[config.mk]
export PLATFORM = sky130hd
export DESIGN_NAME = link_packet_size_adapter_core
export DESIGN_NICKNAME = d
export VERILOG_FILES = /design/src/design/lpsa_pkg.sv /design/src/design/link_packet_size_adapter_core.sv
export SDC_FILE = /design/constraint.sdc
export NUM_CORES = 1
export LEC_CHECK = 0
export BUFFER_PORTS_ARGS = -buffer_cell sky130_fd_sc_hd__buf_2
export CORE_ASPECT_RATIO = 1.2
export CORE_MARGIN = 2
export CORE_UTILIZATION = 40
export CTS_CLUSTER_DIAMETER = 80
export DETAILED_ROUTE_END_ITERATION = 10
export GPL_ROUTABILITY_DRIVEN = 0
export PLACE_DENSITY = 0.58
export SLEW_MARGIN = 20
export SYNTH_ARGS = -nofsm -noshare
export SYNTH_HDL_FRONTEND = slang
export SYNTH_SLANG_ARGS = --single-unit
[constraint.sdc]
create_clock -name i_clk -period 8.71 [get_ports i_clk]
set_clock_uncertainty 0.1 [all_clocks]
set_input_delay 0.871 -clock i_clk [delete_from_list [all_inputs] [get_ports i_clk]]
set_output_delay 0.871 -clock i_clk [all_outputs]
set_load 0.1 [all_outputs]
[src/design/lpsa_pkg.sv]
package lpsa_pkg;

    // Configuration register indexes
    localparam logic [2:0] CFG_ADJUST_DISABLE    = 3'd0;
    localparam logic [2:0] CFG_NOMINAL_SPEED     = 3'd1;
    localparam logic [2:0] CFG_DATA_CRC_ENABLE   = 3'd2;
    localparam logic [2:0] CFG_WRITE_AHEAD_SECS  = 3'd3;
    localparam logic [2:0] CFG_INITIAL_DATA_SIZE = 3'd4;

    // Field widths
    localparam int CFG_INDEX_W = 3;
    localparam int CFG_DATA_W  = 24;
    localparam int RATE_W      = 24;
    localparam int SECS_W      = 8;
    localparam int INIT_SIZE_W = 11;
    localparam int COUNT_W     = 32;
    localparam int ITER_W      = 5;

    // Size change codes
    typedef logic [1:0] t_change;
    localparam t_change CHG_NONE   = 2'd0;
    localparam t_change CHG_HALVED = 2'd1;
    localparam t_change CHG_DOUBLED = 2'd2;

endpackage

[src/design/link_packet_size_adapter_core.sv]
// Link packet size adapter. Each rate_report word (remote throughput in bytes/s)
// yields exactly one result word carrying the data size in force, the held
// write-ahead packet count and the kind of size change. A report that leaves
// the size unchanged passes through accept, decide and output. A report that
// halves or doubles the size passes through accept, decide, set up of the count
// dividend, 32 steps of a one-bit-per-cycle restoring divider, and output.
// Input stall stays high from acceptance until the result is loaded into the
// output register, so the next report is taken while a finished result still
// waits downstream.
// Configuration writes are taken at any time but must only be issued while
// the block is idle; writing initial_data_size clamps it and loads it at once.
module link_packet_size_adapter_core #(
    parameter int MIN_DATA_SIZE = 64,
    parameter int MAX_DATA_SIZE = 1024,
    parameter int HEADER_BYTES  = 6,
    parameter int CRC_BYTES     = 2
) (
    input  logic                                i_clk,
    input  logic                                i_rst_n,
    // configuration write
    input  logic                                i_cfg_valid,
    output logic                                o_cfg_ready,
    input  logic [lpsa_pkg::CFG_INDEX_W-1:0]    i_cfg_index,
    input  logic [lpsa_pkg::CFG_DATA_W-1:0]     i_cfg_data,
    // report input
    input  logic                                i_valid,
    output logic                                o_stall,
    input  logic [lpsa_pkg::RATE_W-1:0]         i_rate_report,
    // result output
    output logic                                o_valid,
    input  logic                                i_stall,
    output logic [lpsa_pkg::INIT_SIZE_W-1:0]    o_data_size,
    output logic [lpsa_pkg::COUNT_W-1:0]        o_inflight_count,
    output logic [1:0]                          o_size_change
);

    localparam int SIZE_W = lpsa_pkg::INIT_SIZE_W;
    localparam int PKT_W = $clog2(MAX_DATA_SIZE + HEADER_BYTES + 2 * CRC_BYTES + 1);
    localparam int REM_W = PKT_W + 1;
    localparam int RW    = lpsa_pkg::RATE_W;
    localparam int CW    = lpsa_pkg::COUNT_W;
    localparam logic [SIZE_W-1:0] SIZE_MIN = SIZE_W'(MIN_DATA_SIZE);
    localparam logic [SIZE_W-1:0] SIZE_MAX = SIZE_W'(MAX_DATA_SIZE);
    localparam logic [SIZE_W-1:0] SIZE_RST =
        SIZE_W'((1024 < MIN_DATA_SIZE) ? MIN_DATA_SIZE :
                (1024 > MAX_DATA_SIZE) ? MAX_DATA_SIZE : 1024);

    localparam logic [2:0] ST_IDLE   = 3'd0;
    localparam logic [2:0] ST_DECIDE = 3'd1;
    localparam logic [2:0] ST_SETUP  = 3'd2;
    localparam logic [2:0] ST_DIV    = 3'd3;
    localparam logic [2:0] ST_OUT    = 3'd4;

    // configuration registers
    logic                               r_adjust_disable;
    logic [RW-1:0]                      r_nominal_speed;
    logic                               r_crc_enable;
    logic [lpsa_pkg::SECS_W-1:0]        r_write_ahead_secs;

    // adapter state
    logic [SIZE_W-1:0]                  r_size,      n_size;
    logic [RW-1:0]                      r_prev_rate, n_prev_rate;
    logic [RW-1:0]                      r_last_rate, n_last_rate;
    logic [CW-1:0]                      r_held,      n_held;

    // sequencer and divider
    logic [2:0]                         r_state,  n_state;
    logic [RW-1:0]                      r_rate,   n_rate;
    logic [1:0]                         r_change, n_change;
    logic [REM_W-1:0]                   r_rem,    n_rem;
    logic [CW-1:0]                      r_quo,    n_quo;
    logic [PKT_W-1:0]                   r_div,    n_div;
    logic [lpsa_pkg::ITER_W-1:0]        r_iter,   n_iter;

    // output register
    logic                               r_out_valid, n_out_valid;
    logic [SIZE_W-1:0]                  r_out_size,  n_out_size;
    logic [CW-1:0]                      r_out_count, n_out_count;
    logic [1:0]                         r_out_change, n_out_change;

    logic                               w_cfg_we;
    logic                               w_in_take;
    logic                               w_out_free;
    logic                               w_enabled;
    logic [RW+1:0]                      w_low_mark;
    logic [RW+2:0]                      w_high_sum;
    logic [RW+1:0]                      w_high_mark;
    logic [PKT_W-1:0]                   w_pkt;
    logic [SIZE_W+2:0]                  w_size_x5;
    logic [SIZE_W-1:0]                  w_half;
    logic [SIZE_W:0]                    w_twice;
    logic                               w_do_halve;
    logic                               w_do_double;
    logic [CW-1:0]                      w_dividend;
    logic [REM_W-1:0]                   w_rem_shift;
    logic                               w_fits;
    logic [lpsa_pkg::INIT_SIZE_W-1:0]   w_init;
    logic [SIZE_W-1:0]                  w_init_clamped;

    assign o_cfg_ready = 1'b1;
    assign w_cfg_we    = i_cfg_valid & o_cfg_ready;
    assign o_stall     = (r_state != ST_IDLE);
    assign w_in_take   = i_valid & ~o_stall;
    assign w_out_free  = ~r_out_valid | ~i_stall;

    assign o_valid          = r_out_valid;
    assign o_data_size      = r_out_size;
    assign o_inflight_count = r_out_count;
    assign o_size_change    = r_out_change;

    // clamp written initial size into the legal range
    assign w_init = i_cfg_data[lpsa_pkg::INIT_SIZE_W-1:0];
    always_comb begin
        if (32'(w_init) < 32'(MIN_DATA_SIZE)) begin
            w_init_clamped = SIZE_MIN;
        end else if (32'(w_init) > 32'(MAX_DATA_SIZE)) begin
            w_init_clamped = SIZE_MAX;
        end else begin
            w_init_clamped = SIZE_W'(w_init);
        end
    end

    // thresholds at 3/4 and 7/8 of nominal speed; 7x speed needs 27 bits
    assign w_enabled   = ~r_adjust_disable & (r_nominal_speed != '0);
    assign w_low_mark  = ({2'b00, r_nominal_speed} + {1'b0, r_nominal_speed, 1'b0}) >> 2;
    assign w_high_sum  = {1'b0, r_nominal_speed, 2'b00} + {3'b000, r_nominal_speed}
                       + {2'b00, r_nominal_speed, 1'b0};
    assign w_high_mark = {2'b00, w_high_sum[RW+2:3]};

    // full packet bytes for the size currently held
    assign w_pkt = PKT_W'(r_size) + PKT_W'(HEADER_BYTES + CRC_BYTES)
                 + (r_crc_enable ? PKT_W'(CRC_BYTES) : PKT_W'(0));

    assign w_size_x5 = {r_size, 2'b00} + (SIZE_W + 3)'(r_size);
    assign w_half    = r_size >> 1;
    assign w_twice   = {r_size, 1'b0};

    // halve / double decisions
    always_comb begin
        w_do_halve  = 1'b0;
        w_do_double = 1'b0;
        if ((RW + 2)'(r_rate) < w_low_mark) begin
            w_do_halve = ~((r_rate > r_prev_rate) && (r_prev_rate != '0))
                       && ((r_rate < r_last_rate) || (r_last_rate == '0))
                       && (r_size > SIZE_MIN)
                       && (32'(r_rate) < 32'(w_size_x5));
        end else if ((RW + 2)'(r_rate) > w_high_mark) begin
            w_do_double = ~(r_rate < r_prev_rate)
                        && (r_rate > r_last_rate)
                        && (r_size < SIZE_MAX)
                        && (32'(w_pkt) < 32'(r_nominal_speed));
        end
    end

    // count dividend: seconds * speed + packet - 1, fits in 32 bits
    assign w_dividend = CW'(r_write_ahead_secs) * CW'(r_nominal_speed)
                      + CW'(w_pkt) - CW'(1);

    // one restoring division step
    assign w_rem_shift = {r_rem[REM_W-2:0], r_quo[CW-1]};
    assign w_fits      = (w_rem_shift >= REM_W'(r_div));

    // configuration registers
    always_ff @(posedge i_clk) begin
        if (!i_rst_n) begin
            r_adjust_disable   <= 1'b0;
            r_nominal_speed    <= '0;
            r_crc_enable       <= 1'b1;
            r_write_ahead_secs <= lpsa_pkg::SECS_W'(1);
        end else if (w_cfg_we) begin
            case (i_cfg_index)
                lpsa_pkg::CFG_ADJUST_DISABLE:   r_adjust_disable   <= i_cfg_data[0];
                lpsa_pkg::CFG_NOMINAL_SPEED:    r_nominal_speed    <= i_cfg_data[RW-1:0];
                lpsa_pkg::CFG_DATA_CRC_ENABLE:  r_crc_enable       <= i_cfg_data[0];
                lpsa_pkg::CFG_WRITE_AHEAD_SECS: begin
                    r_write_ahead_secs <= i_cfg_data[lpsa_pkg::SECS_W-1:0];
                end
                default: ;
            endcase
        end
    end

    // sequencer
    always_comb begin
        n_state      = r_state;
        n_size       = r_size;
        n_prev_rate  = r_prev_rate;
        n_last_rate  = r_last_rate;
        n_held       = r_held;
        n_rate       = r_rate;
        n_change     = r_change;
        n_rem        = r_rem;
        n_quo        = r_quo;
        n_div        = r_div;
        n_iter       = r_iter;
        n_out_valid  = r_out_valid & i_stall;
        n_out_size   = r_out_size;
        n_out_count  = r_out_count;
        n_out_change = r_out_change;

        case (r_state)
            ST_IDLE: begin
                if (w_in_take) begin
                    n_rate  = i_rate_report;
                    n_state = ST_DECIDE;
                end
            end
            ST_DECIDE: begin
                n_change = lpsa_pkg::CHG_NONE;
                n_state  = ST_OUT;
                if (w_enabled) begin
                    n_prev_rate = r_rate;
                    if (w_do_halve) begin
                        n_size      = (w_half < SIZE_MIN) ? SIZE_MIN : w_half;
                        n_change    = lpsa_pkg::CHG_HALVED;
                        n_last_rate = r_rate;
                        n_state     = ST_SETUP;
                    end else if (w_do_double) begin
                        n_size      = (w_twice > (SIZE_W + 1)'(MAX_DATA_SIZE))
                                    ? SIZE_MAX : w_twice[SIZE_W-1:0];
                        n_change    = lpsa_pkg::CHG_DOUBLED;
                        n_last_rate = r_rate;
                        n_state     = ST_SETUP;
                    end
                end
            end
            ST_SETUP: begin
                n_rem   = '0;
                n_quo   = w_dividend;
                n_div   = w_pkt;
                n_iter  = '0;
                n_state = ST_DIV;
            end
            ST_DIV: begin
                n_rem  = w_fits ? (w_rem_shift - REM_W'(r_div)) : w_rem_shift;
                n_quo  = {r_quo[CW-2:0], w_fits};
                n_iter = r_iter + 1'b1;
                if (r_iter == lpsa_pkg::ITER_W'(CW - 1)) begin
                    n_held  = {r_quo[CW-2:0], w_fits};
                    n_state = ST_OUT;
                end
            end
            ST_OUT: begin
                if (w_out_free) begin
                    n_out_valid  = 1'b1;
                    n_out_size   = r_size;
                    n_out_count  = r_held;
                    n_out_change = r_change;
                    n_state      = ST_IDLE;
                end
            end
            default: begin
                n_state = ST_IDLE;
            end
        endcase

        // initial size write loads the size at once
        if (w_cfg_we && (i_cfg_index == lpsa_pkg::CFG_INITIAL_DATA_SIZE)) begin
            n_size = w_init_clamped;
        end
    end

    // control and state registers
    always_ff @(posedge i_clk) begin
        if (!i_rst_n) begin
            r_state     <= ST_IDLE;
            r_size      <= SIZE_RST;
            r_prev_rate <= '0;
            r_last_rate <= '0;
            r_held      <= '0;
            r_out_valid <= 1'b0;
            r_iter      <= '0;
        end else begin
            r_state     <= n_state;
            r_size      <= n_size;
            r_prev_rate <= n_prev_rate;
            r_last_rate <= n_last_rate;
            r_held      <= n_held;
            r_out_valid <= n_out_valid;
            r_iter      <= n_iter;
        end
    end

    // payload registers
    always_ff @(posedge i_clk) begin
        r_rate       <= n_rate;
        r_change     <= n_change;
        r_rem        <= n_rem;
        r_quo        <= n_quo;
        r_div        <= n_div;
        r_out_size   <= n_out_size;
        r_out_count  <= n_out_count;
        r_out_change <= n_out_change;
    end

`ifndef SYNTHESIS
    // an accepted report is decided on the next cycle
    a_take_decide: assert property (@(posedge i_clk) disable iff (!i_rst_n)
        w_in_take |=> (r_state == ST_DECIDE))
        else $error("accepted report did not reach decision");

    // divider remainder stays below the packet size
    a_rem_bound: assert property (@(posedge i_clk) disable iff (!i_rst_n)
        (r_state == ST_DIV) |-> (r_rem < REM_W'(r_div)))
        else $error("divider remainder out of range");

    // delivered size stays within limits
    a_size_range: assert property (@(posedge i_clk) disable iff (!i_rst_n)
        o_valid |-> ((o_data_size >= SIZE_MIN) && (o_data_size <= SIZE_MAX)))
        else $error("data size outside limits");

    // an unchanged size leaves the count untouched
    a_count_hold: assert property (@(posedge i_clk) disable iff (!i_rst_n)
        ((r_state == ST_DECIDE) && (n_state == ST_OUT)) |=> $stable(r_held))
        else $error("held count changed without a size change");
`endif

endmodule

# After elaboration in Yosys (flattened, before gate mapping)
# Cells that the tools add are included.
[word_totals]
register_bits = 259
inputBits = 56
[classes]
addsub = 10
multipliers = 1
n_lt_le_gt_ge = 15
eq_ne = 12
mux = 30
bitwise_logic = 11
reduce_logical = 32
[op_table]
columns = ["cell", "count"]
rows = [
  ["11-bit two-way mux", 9],
  ["24-bit > comparator", 3],
  ["24-bit < comparator", 3],
  ["32-bit case mux with 2 select lines", 1],
  ["24-bit two-way mux", 2],
  ["24-bit nonzero test", 2],
  ["32-bit by 11-bit adder with 32-bit output", 1],
  ["8-bit by 24-bit multiplier with 32-bit output", 1],
  ["32-bit by 1-bit subtractor with 32-bit output, second input constant", 1],
  ["26-bit by 24-bit adder with 27-bit output", 1],
  ["27-bit by 25-bit adder with 27-bit output", 1],
  ["24-bit by 25-bit adder with 26-bit output", 1],
  ["24-bit logical NOT", 1],
  ["11-bit by 24-bit < comparator with 1-bit output", 1],
  ["24-bit by 14-bit < comparator with 1-bit output", 1],
  ["11-bit case mux with 2 select lines", 1],
  ["3-bit two-way mux", 6],
  ["2-bit AND reduction", 8],
  ["3-bit case mux with 5 select lines", 1],
  ["13-bit by 11-bit adder with 14-bit output", 1],
  ["3-bit by 2-bit == test with 1-bit output, second input constant", 4],
  ["12-bit by 11-bit greater-or-equal comparator with 1-bit output", 1],
  ["12-bit by 11-bit > comparator with 1-bit output, second input constant", 1],
  ["11-bit by 2-bit adder with 11-bit output", 1],
  ["26 further kinds", 58],
]

# Logic depth before layout (Yosys ltp)
# Gate-level depths: netlist of the first run.
[logic_depth]
depth_word = 12
depth_mapped = 24

# Least setup slack after synthesis of the first run
# OpenSTA, ideal clock, no wires.
[synth_timing]
path_kind = "register -> register"
from = "reg r_write_ahead_secs[2] (netlist name)"
to = "reg r_quo[30], data pin"
setup_time_ns = 0.261
arrival_time_ns = 5.646
required_ns = 8.349
path_slack_ns = 2.703
stages_incl_launch_ff = 22
n_path_buf = 2
period_less_slack_ns = 6.007
path_cell_list = "dfxtp_1 clkbuf_1 clkbuf_1 nand2_1 fa_1 inv_1 fa_1 inv_1 fa_1 inv_1 fa_1 fa_1 ha_1 nor2_1 a211oi_1 a21bo_2 a221oi_2 o311ai_1 a211o_1 a211oi_2 mux2i_1 nand3_1"
[synth_between]
elab_chain_cells = 4
[synth_lines]
columns = ["item", "line_no", "source"]
rows = [
  ["start: declaration", "link_packet_size_adapter_core.sv:58", "logic [lpsa_pkg::SECS_W-1:0] r_write_ahead_secs;"],
  ["start signal: assignment", "link_packet_size_adapter_core.sv:169", "r_write_ahead_secs <= lpsa_pkg::SECS_W'(1);"],
  ["start signal: assignment", "link_packet_size_adapter_core.sv:176", "r_write_ahead_secs <= i_cfg_data[lpsa_pkg::SECS_W-1:0];"],
  ["8-bit by 24-bit multiplier with 32-bit output", "link_packet_size_adapter_core.sv:156", "assign w_dividend = CW'(r_write_ahead_secs) * CW'(r_nominal_speed)"],
  ["32-bit by 11-bit adder with 32-bit output", "link_packet_size_adapter_core.sv:157", "+ CW'(w_pkt) - CW'(1);"],
  ["32-bit by 1-bit subtractor with 32-bit output", "link_packet_size_adapter_core.sv:157", ""],
  ["32-bit case mux with 2 select lines", "link_packet_size_adapter_core.sv:201", "case (r_state)"],
  ["via n_quo[30]", "link_packet_size_adapter_core.sv:71", "logic [CW-1:0] r_quo, n_quo;"],
  ["end signal: assignment", "link_packet_size_adapter_core.sv:289", "r_quo <= n_quo;"],
  ["end: declaration", "link_packet_size_adapter_core.sv:71", ""],
]
# The timed path passes the listed nets, and every way through them passes these cells.
# A chain may end at the register's enable or synchronous reset.

# Worst setup path in the final report of the first run
[layout_timing]
from = "reg r_nominal_speed[4]"
to = "reg r_size[2]"
[layout_between]
elab_chain_cells = 7
[layout_lines]
columns = ["item", "line_no", "source"]
rows = [
  ["start: declaration", "link_packet_size_adapter_core.sv:56", "logic [RW-1:0] r_nominal_speed;"],
  ["start signal: assignment", "link_packet_size_adapter_core.sv:173", "lpsa_pkg::CFG_NOMINAL_SPEED: r_nominal_speed <= i_cfg_data[RW-1:0];"],
  ["26-bit by 24-bit adder with 27-bit output or 24-bit by 25-bit adder with 26-bit output (tied branches)", "link_packet_size_adapter_core.sv:126, link_packet_size_adapter_core.sv:125", ""],
  ["27-bit by 25-bit adder with 27-bit output or 24-bit < comparator (tied branches)", "link_packet_size_adapter_core.sv:127, link_packet_size_adapter_core.sv:142", ""],
  ["24-bit > comparator or 1-bit two-way mux (tied branches)", "link_packet_size_adapter_core.sv:147, link_packet_size_adapter_core.sv:142", ""],
  ["1-bit two-way mux or 11-bit two-way mux (tied branches)", "link_packet_size_adapter_core.sv:147, link_packet_size_adapter_core.sv:213", ""],
  ["1-bit two-way mux or 11-bit two-way mux (tied branches)", "link_packet_size_adapter_core.sv:142, link_packet_size_adapter_core.sv:211", ""],
  ["3-bit nonzero test (no line) or 11-bit two-way mux (tied branches)", "--", ""],
  ["3-bit AND reduction (no line) or 11-bit two-way mux (tied branches)", "--", ""],
  ["end signal: assignment", "link_packet_size_adapter_core.sv:275", "r_size <= n_size;"],
  ["end: declaration", "link_packet_size_adapter_core.sv:61", "logic [SIZE_W-1:0] r_size, n_size;"],
]
# Several ways; a longest one is shown, not always the timed one. The select of a mux whose other input is x is not followed.

==> results.md, run 1 <==
* Synth Flop Type: dfxtp_1
* Clock share of power at 38.1%
* Post-synthesis xor/xnor area fraction at roughly 3.4%
* Max Freq at 147.8 MHz
* Sequential power share at 42.6%
* Final period utilization at slightly below 80%
* CTS tree: done
* Layout cell share with drive strength beyond 1 at 7.313%
* Clock Path Buffers at 3
* Die Width at 223.5 µm
* Starting DRT DRC Count at 1055
* Drt drc at 0
* Core Footprint at 57170 µm²
* Clk slew on worst S/H paths at 70 ps
* Hold Slack at 325.0 ps
* Antenna cells at 0
* Cell-internal power at 2282 µW
* Sequential fraction of the synthesis area at 27.83%
* All-Layer GR Usage at 20.26%
* Syn avg cell area at about 9 µm²
* Largest family of logic cells by synthesized area: adder cells
* Detailed Routing Iterations Pass 1 at 6
* Design Power at 3231 µW
* Max Slew Vio Count at 0
* Via count of the routed design at 18150
* Post-Syn Instances at 2584
* Fin nets at 3142
* Crit start category: flip-flop
* Post-synth EDFFs at 125
* Cell taking the most area after synthesis: edfxtp_1
* Total wire length at 59730 µm
* Effective utilization at floorplan at about 40%
* Vias/cell at ~5.4
* Data required, critical path at 9040 ps
* Leak pwr at ~0.011 µW
* Top post-synthesis cells by count: 410 x nand2_1, 296 x ha_1, 286 x inv_1
* Worst-Skew Late Latency at 580 ps
* Worst EP arrival at 7090 ps
* Hold path cells at 0
* Yosys top cell area share at 16.23%
* First-pass GRT wire length at 97210 µm
* Distinct cells, synth at 76
* Area fraction in compound gates after synthesis at 14.21%
* Synth Warn # at 0
* Number of setup buffers added after CTS at 0
* Gate power share at 19.3%
* Htree depth at 1
* I/O pin total at 104
* Mux cell area share after synthesis at 0.6114%
* IO Port Bufs at between 100 and 150
* Count leader, synth: nand2_1
* Critical Path Fanout Max at 27
* DR WL/cell at 17.70 µm
* Synth Area in Adders at 30.99%
* Final Util at 44.06%
* Vias in the first global route at 18080
* Net Sw Frac at 29.37%
* Final HPWL DP at roughly 46000 µm
* Sw power at 949.0 µW
* Worst Reg2Reg Path Length in Cells at 20
* Worst-Margin Slew at 1133 ps
* Placed inst area at between 20000 and 25000 µm²
* Max-cap viol count at 0
* Setup TNS at 0 ps
* Async SR Flop Fraction at 0%
* Post-CTS sizing at 0
* Relative slew margins at roughly 24%
* Critical Path End Type: flip-flop
* Area Growth Syn to Fin at 8.939%
* Pin count of the biggest net entering global routing at 84
* RSZ-0062 raised after global routing: false
* Synth area leaders: edfxtp_1 16%, ha_1 16%, fa_1 15%, dfxtp_1 12%, nand2_1 6.7%
* Critical path class: flip-flop to flip-flop
* Final setup vio count at 0
* Cts bufs inserted at 29
* Final hold vios at 0
* Power per cell area at 128.3 nW/µm²
* Post-synthesis register bit count at 259
* Grt ovf at 0
* Status: complete, no violations
* Rows at 96
* Chip Height at between 200 and 300 µm
* Synth Cell Area at between 20000 and 25000 µm²
* Syn_nets at just over 3000
* Synth Area in Simple Gates at 16.29%
* Tmin final at 6765 ps
* Hold WC Path Type: flip-flop to flip-flop
* Maximum vdd drop at 0.0001260 V
* CTS Sinks at approximately 260
* Antenna Nets Post-Route at 0
* Initial antenna violation count at 0
* Hold Buf Count CTS at 0
* Die Area at 59760 µm²
* Post-route cell area at between 20000 and 30000 µm²
* Root buf cell: clkbuf_16
==> layer usage <==
metal  wire length (µm)  GRT usage, %
met5                  0             0
met4               1411         5.081
met2              27450         33.56
met1              27810         28.27
met3               3057         2.304
==> kinds of logic (layout without fill, tap and decap cells) <==
family / after synthesis / in the layout
other: 1 / 1
AOI/OAI and AO/OA: 537 / 537
adders and majority gates: 469 / 469
muxes: 14 / 14
xor gates and xnor gates: 89 / 89
and+or+nand+nor: 814 / 814
buffers and inverters: 401 / 456
DFF: 259 / 259
==> through the flow <==
step                      setup WS [ps]  cells
final                              1945   3374
after global routing               1410   3374
after CTS                          1921   3374
after detailed placement           1957   3321
after global placement             2204   3321
after floorplan                    2703   2584
==> power by group through the flow <==
| stage | clock network (µW) | logic (µW) | registers (µW) |
|---|---|---|---|
| finish | 1230 | 624 | 1380 |
| global route | 1310 | 708 | 1380 |
| CTS | 1260 | 626 | 1380 |
| detailed placement | 0 | 622 | 1400 |
| global placement | 0 | 607 | 1400 |
| floorplan | 0 | 454 | 1400 |
==> worst max-delay path, stage by stage (launching register included) <==
cell and delay (ps):
dfxtp_1 720, fa_1 530, ha_1 360, nor2b_1 160, o31a_1 270, o31ai_1 460, a211oi_1 230, o21ai_1 260
a21oi_1 140, a21boi_0 320, o211ai_1 140, o21ai_0 110, ha_1 180, nand4_1 130, nor4_1 310, and3_1 290
o31ai_1 150, a2111oi_4 370, nand4b_2 700, nand3_2 500, a41oi_1 190
==> registers in the layout (all words and copies together) (netlist names) <==
signal and count:
r_last_rate 24, r_state 3, r_quo 32, o_valid 1, r_adjust_disable 1, r_write_ahead_secs 8
r_prev_rate 24, r_rate 24, o_inflight_count 32, r_nominal_speed 24, r_change 2, r_div 11
r_crc_enable 1, o_data_size 11, r_rem 11, o_size_change 2, r_iter 5, r_size 11
r_held 32
==> path summary, 6_finish.rpt <==
path	endpoint	slack, ps	start
worst min register to register	o_inflight_count[1]$_DFFE_PP_	330	r_held[1]$_SDFFE_PN0P_
worst min-delay path	o_inflight_count[1]$_DFFE_PP_	330	r_held[1]$_SDFFE_PN0P_
worst max register to register	r_size[2]$_SDFFE_PN0P_	1950	r_nominal_speed[4]$_SDFFE_PN0P_
worst max-delay path	r_size[2]$_SDFFE_PN0P_	1950	r_nominal_speed[4]$_SDFFE_PN0P_
==> cells in the final DEF (no fill, tap or decap), drive strengths merged, types with 26 or more instances in the layout <==
cell type / synthesis / layout
nand2: 410 / 410
a21oi: 240 / 240
inv: 286 / 290
xor2: 44 / 44
nor3: 26 / 26
nor4: 26 / 26
dfxtp: 134 / 134
xnor2: 45 / 45
ha: 296 / 296
nor2: 97 / 97
clkbuf: 94 / 32
o21ai: 100 / 100
buf: 19 / 115
fa: 173 / 173
edfxtp: 125 / 125
and2: 69 / 69
a21o: 41 / 41
nand4: 33 / 33
nand3: 73 / 73
==> cell type report <==
type	instances	area [µm²]
Fill cell	5595	31980
Multi-Input combinational cell	1924	15180
Sequential cell	259	6437
Inverter	288	1082
Tap cell	735	919.6
Clock buffer	32	737.0
Timing Repair Buffer	115	608.1
Clock inverter	21	229.0
(Power assumes the default switching activity.)
==> inputs of run 2 (changes only) <==
clock period = 7.1 ns   (was 8.71 ns; I/O delays follow)
==> results.md, run 2 (synthesized netlist as in run 1, its figures left out) <==
* Status: complete, no violations
* Post-place setup slack at 674.6 ps (-1282 ps)
* Cell-internal power at 2838 µW (+24%)
* Cts bufs inserted at 29 (unchanged)
* Clk slew on worst S/H paths at 60 ps (about the same)
* Critical Path End Type: flip-flop
* Crit start category: flip-flop
* Antenna Nets Post-Route at 0 (unchanged)
* Total wire length at 59690 µm (about the same)
* Initial antenna violation count at 0 (unchanged)
* Root buf cell: clkbuf_16
* Worst EP arrival at 6930 ps (-160 ps)
* Max-cap viol count at 0 (unchanged)
* Max Slew Vio Count at 0 (unchanged)
* Chip Height at 267.4 µm (unchanged)
* IO Port Bufs at 102 (unchanged)
* Net Sw Frac at 29.00% (-0.37 points)
* CTS tree: done
* Effective utilization at floorplan at 40.45% (unchanged)
* Final HPWL DP at 47340 µm (+2.0%)
* Rows at 96 (unchanged)
* Hold WC Path Type: primary input to flip-flop
* Final Util at 44.27% (+0.21 points)
* RSZ-0062 raised after global routing: false
* Sw power at 1160 µW (+22%)
* Placed inst area at 24340 µm² (+0.49%)
* Die Width at 223.5 µm (unchanged)
* Clock Path Buffers at 3 (unchanged)
* Vias in the first global route at 18290 (+1.1%)
* Critical Path Fanout Max at 24 (-11%)
* Critical path class: flip-flop to flip-flop
* Via count of the routed design at 18290 (+0.75%)
* Drt drc at 0 (unchanged)
* Final period utilization at 92.14% (+14 points)
* I/O pin total at 104 (unchanged)
* Maximum vdd drop at 0.0001175 V (-6.8%)
* Antenna cells at 0 (unchanged)
* Tmin final at 6542 ps (-222.5 ps)
* Gate power share at 19.5% (+0.2 points)
* Clock share of power at 38.4% (+0.3 points)
* Number of setup buffers added after CTS at 0 (unchanged)
* All-Layer GR Usage at 20.28% (about the same)
* Leak pwr at 0.01059 µW (+0.77%)
* Filler Cells Inserted at 5605 (+0.18%)
* Worst-Skew Late Latency at 570 ps (about the same)
* Detailed Routing Iterations Pass 1 at 8 (+2)
* Commonest non-fill, non-tap cell in the layout: nand2_1
* Layout cell share with drive strength beyond 1 at 7.576% (+0.26 points)
* Max Freq at 152.9 MHz (+3.4%)
* Die Area at 59760 µm² (unchanged)
* Final setup vio count at 0 (unchanged)
* DR WL/cell at 17.62 µm (-0.48%)
* Post-route cell area at 25310 µm² (+0.47%)
* Htree depth at 1 (unchanged)
* CTS Sinks at 259 (unchanged)
* Grt ovf at 0 (unchanged)
* Worst-Margin Slew at 1010 ps (-123.0 ps)
* Relative slew margins at 32.69% (+8.4 points)
* Final Worst Setup Slack at 557.7 ps (-1388 ps)
* Pin count of the biggest net entering global routing at 84 (unchanged)
* First-pass GRT wire length at 97920 µm (+0.72%)
* Most frequent cells in the layout: 409 x nand2_1, 296 x ha_1, 286 x inv_1
* Data required, critical path at 7490 ps (-1550 ps)
* Starting DRT DRC Count at 1149 (+8.9%)
* Fin nets at 3156 (+0.45%)
* Sequential power share at 42.0% (-0.6 points)
* Setup TNS at 0 ps (unchanged)
* Final hold vios at 0 (unchanged)
* Post-CTS sizing at 0 (unchanged)
* Vias/cell at 5.399 (+0.34%)
* Core Footprint at 57170 µm² (unchanged)
* Power per cell area at 158.0 nW/µm² (+23%)
* Area Growth Syn to Fin at 9.452%
* Hold Buf Count CTS at 0 (unchanged)
run 2: layout make-up:
class | count | area (µm²) | share of cell area [%]
clock buffer | 39 | 804.5 | 3.179
inverter | 288 | 1082 | 4.276
timing repair buffer | 129 | 725.7 | 2.867
sequential | 259 | 6436 | 25.43
tap | 735 | 919.6 | 3.633
multi-input combinational | 1924 | 15180 | 59.96
clock inverter | 14 | 166.4 | 0.6575
run 2: path summary, 6_finish.rpt:
path / startpoint / endpoint / slack, ps / cells after the start
worst max-delay path: r_nominal_speed[2]$_SDFFE_PN0P_ / r_last_rate[4]$_SDFFE_PN0P_ / 560 / 21
worst min-delay path: i_rate_report[9] / r_rate[9]$_DFFE_PP_ / 210 / 1
worst max register to register: r_nominal_speed[2]$_SDFFE_PN0P_ / r_last_rate[4]$_SDFFE_PN0P_ / 560 / 21
worst min register to register: r_held[15]$_SDFFE_PN0P_ / o_inflight_count[15]$_DFFE_PP_ / 330 / 0
run 2: worst max-delay path: stages, from the launching register on:
cell	delay, ps
dfxtp_1	740
fa_1	540
ha_1	370
nor2b_1	160
o31a_1	260
o31ai_1	450
a211oi_1	220
o21ai_1	270
a21oi_1	170
a21boi_0	310
o211ai_1	140
o21ai_0	110
ha_1	180
nand4_1	150
nor4_1	380
and3_1	270
o31ai_1	130
a2111oi_4	380
and4b_1	640
buf_12	240
o21ai_0	100
a21oi_1	170
run 2: routing by layer:
| layer | global-route usage (%) | share of wire [%] |
|---|---|---|
| met2 | 34.06 | 46 |
| met5 | 0 | 0 |
| met4 | 4.432 | 2.1 |
| met1 | 28.39 | 47 |
| met3 | 1.920 | 4.1 |
run 2: stage by stage:
step	hold slack (ps)	total power, µW	instances
6_report	213.1	3998	3388
5_1_grt	196.1	4194	3388
4_1_cts	194.2	4035	3388
3_5_place_dp	317.5	2489	3335
3_3_place_gp	313.9	2469	3335
2_1_floorplan	300.3	2276	2584
run 2: power by group through the flow:
stage          registers [µW]  logic, µW  clock network (µW)
2_1_floorplan            1720        557                   0
3_3_place_gp             1710        758                   0
3_5_place_dp             1710        778                   0
4_1_cts                  1680        784                1570
5_1_grt                  1680        880                1630
6_report                 1680        781                1540
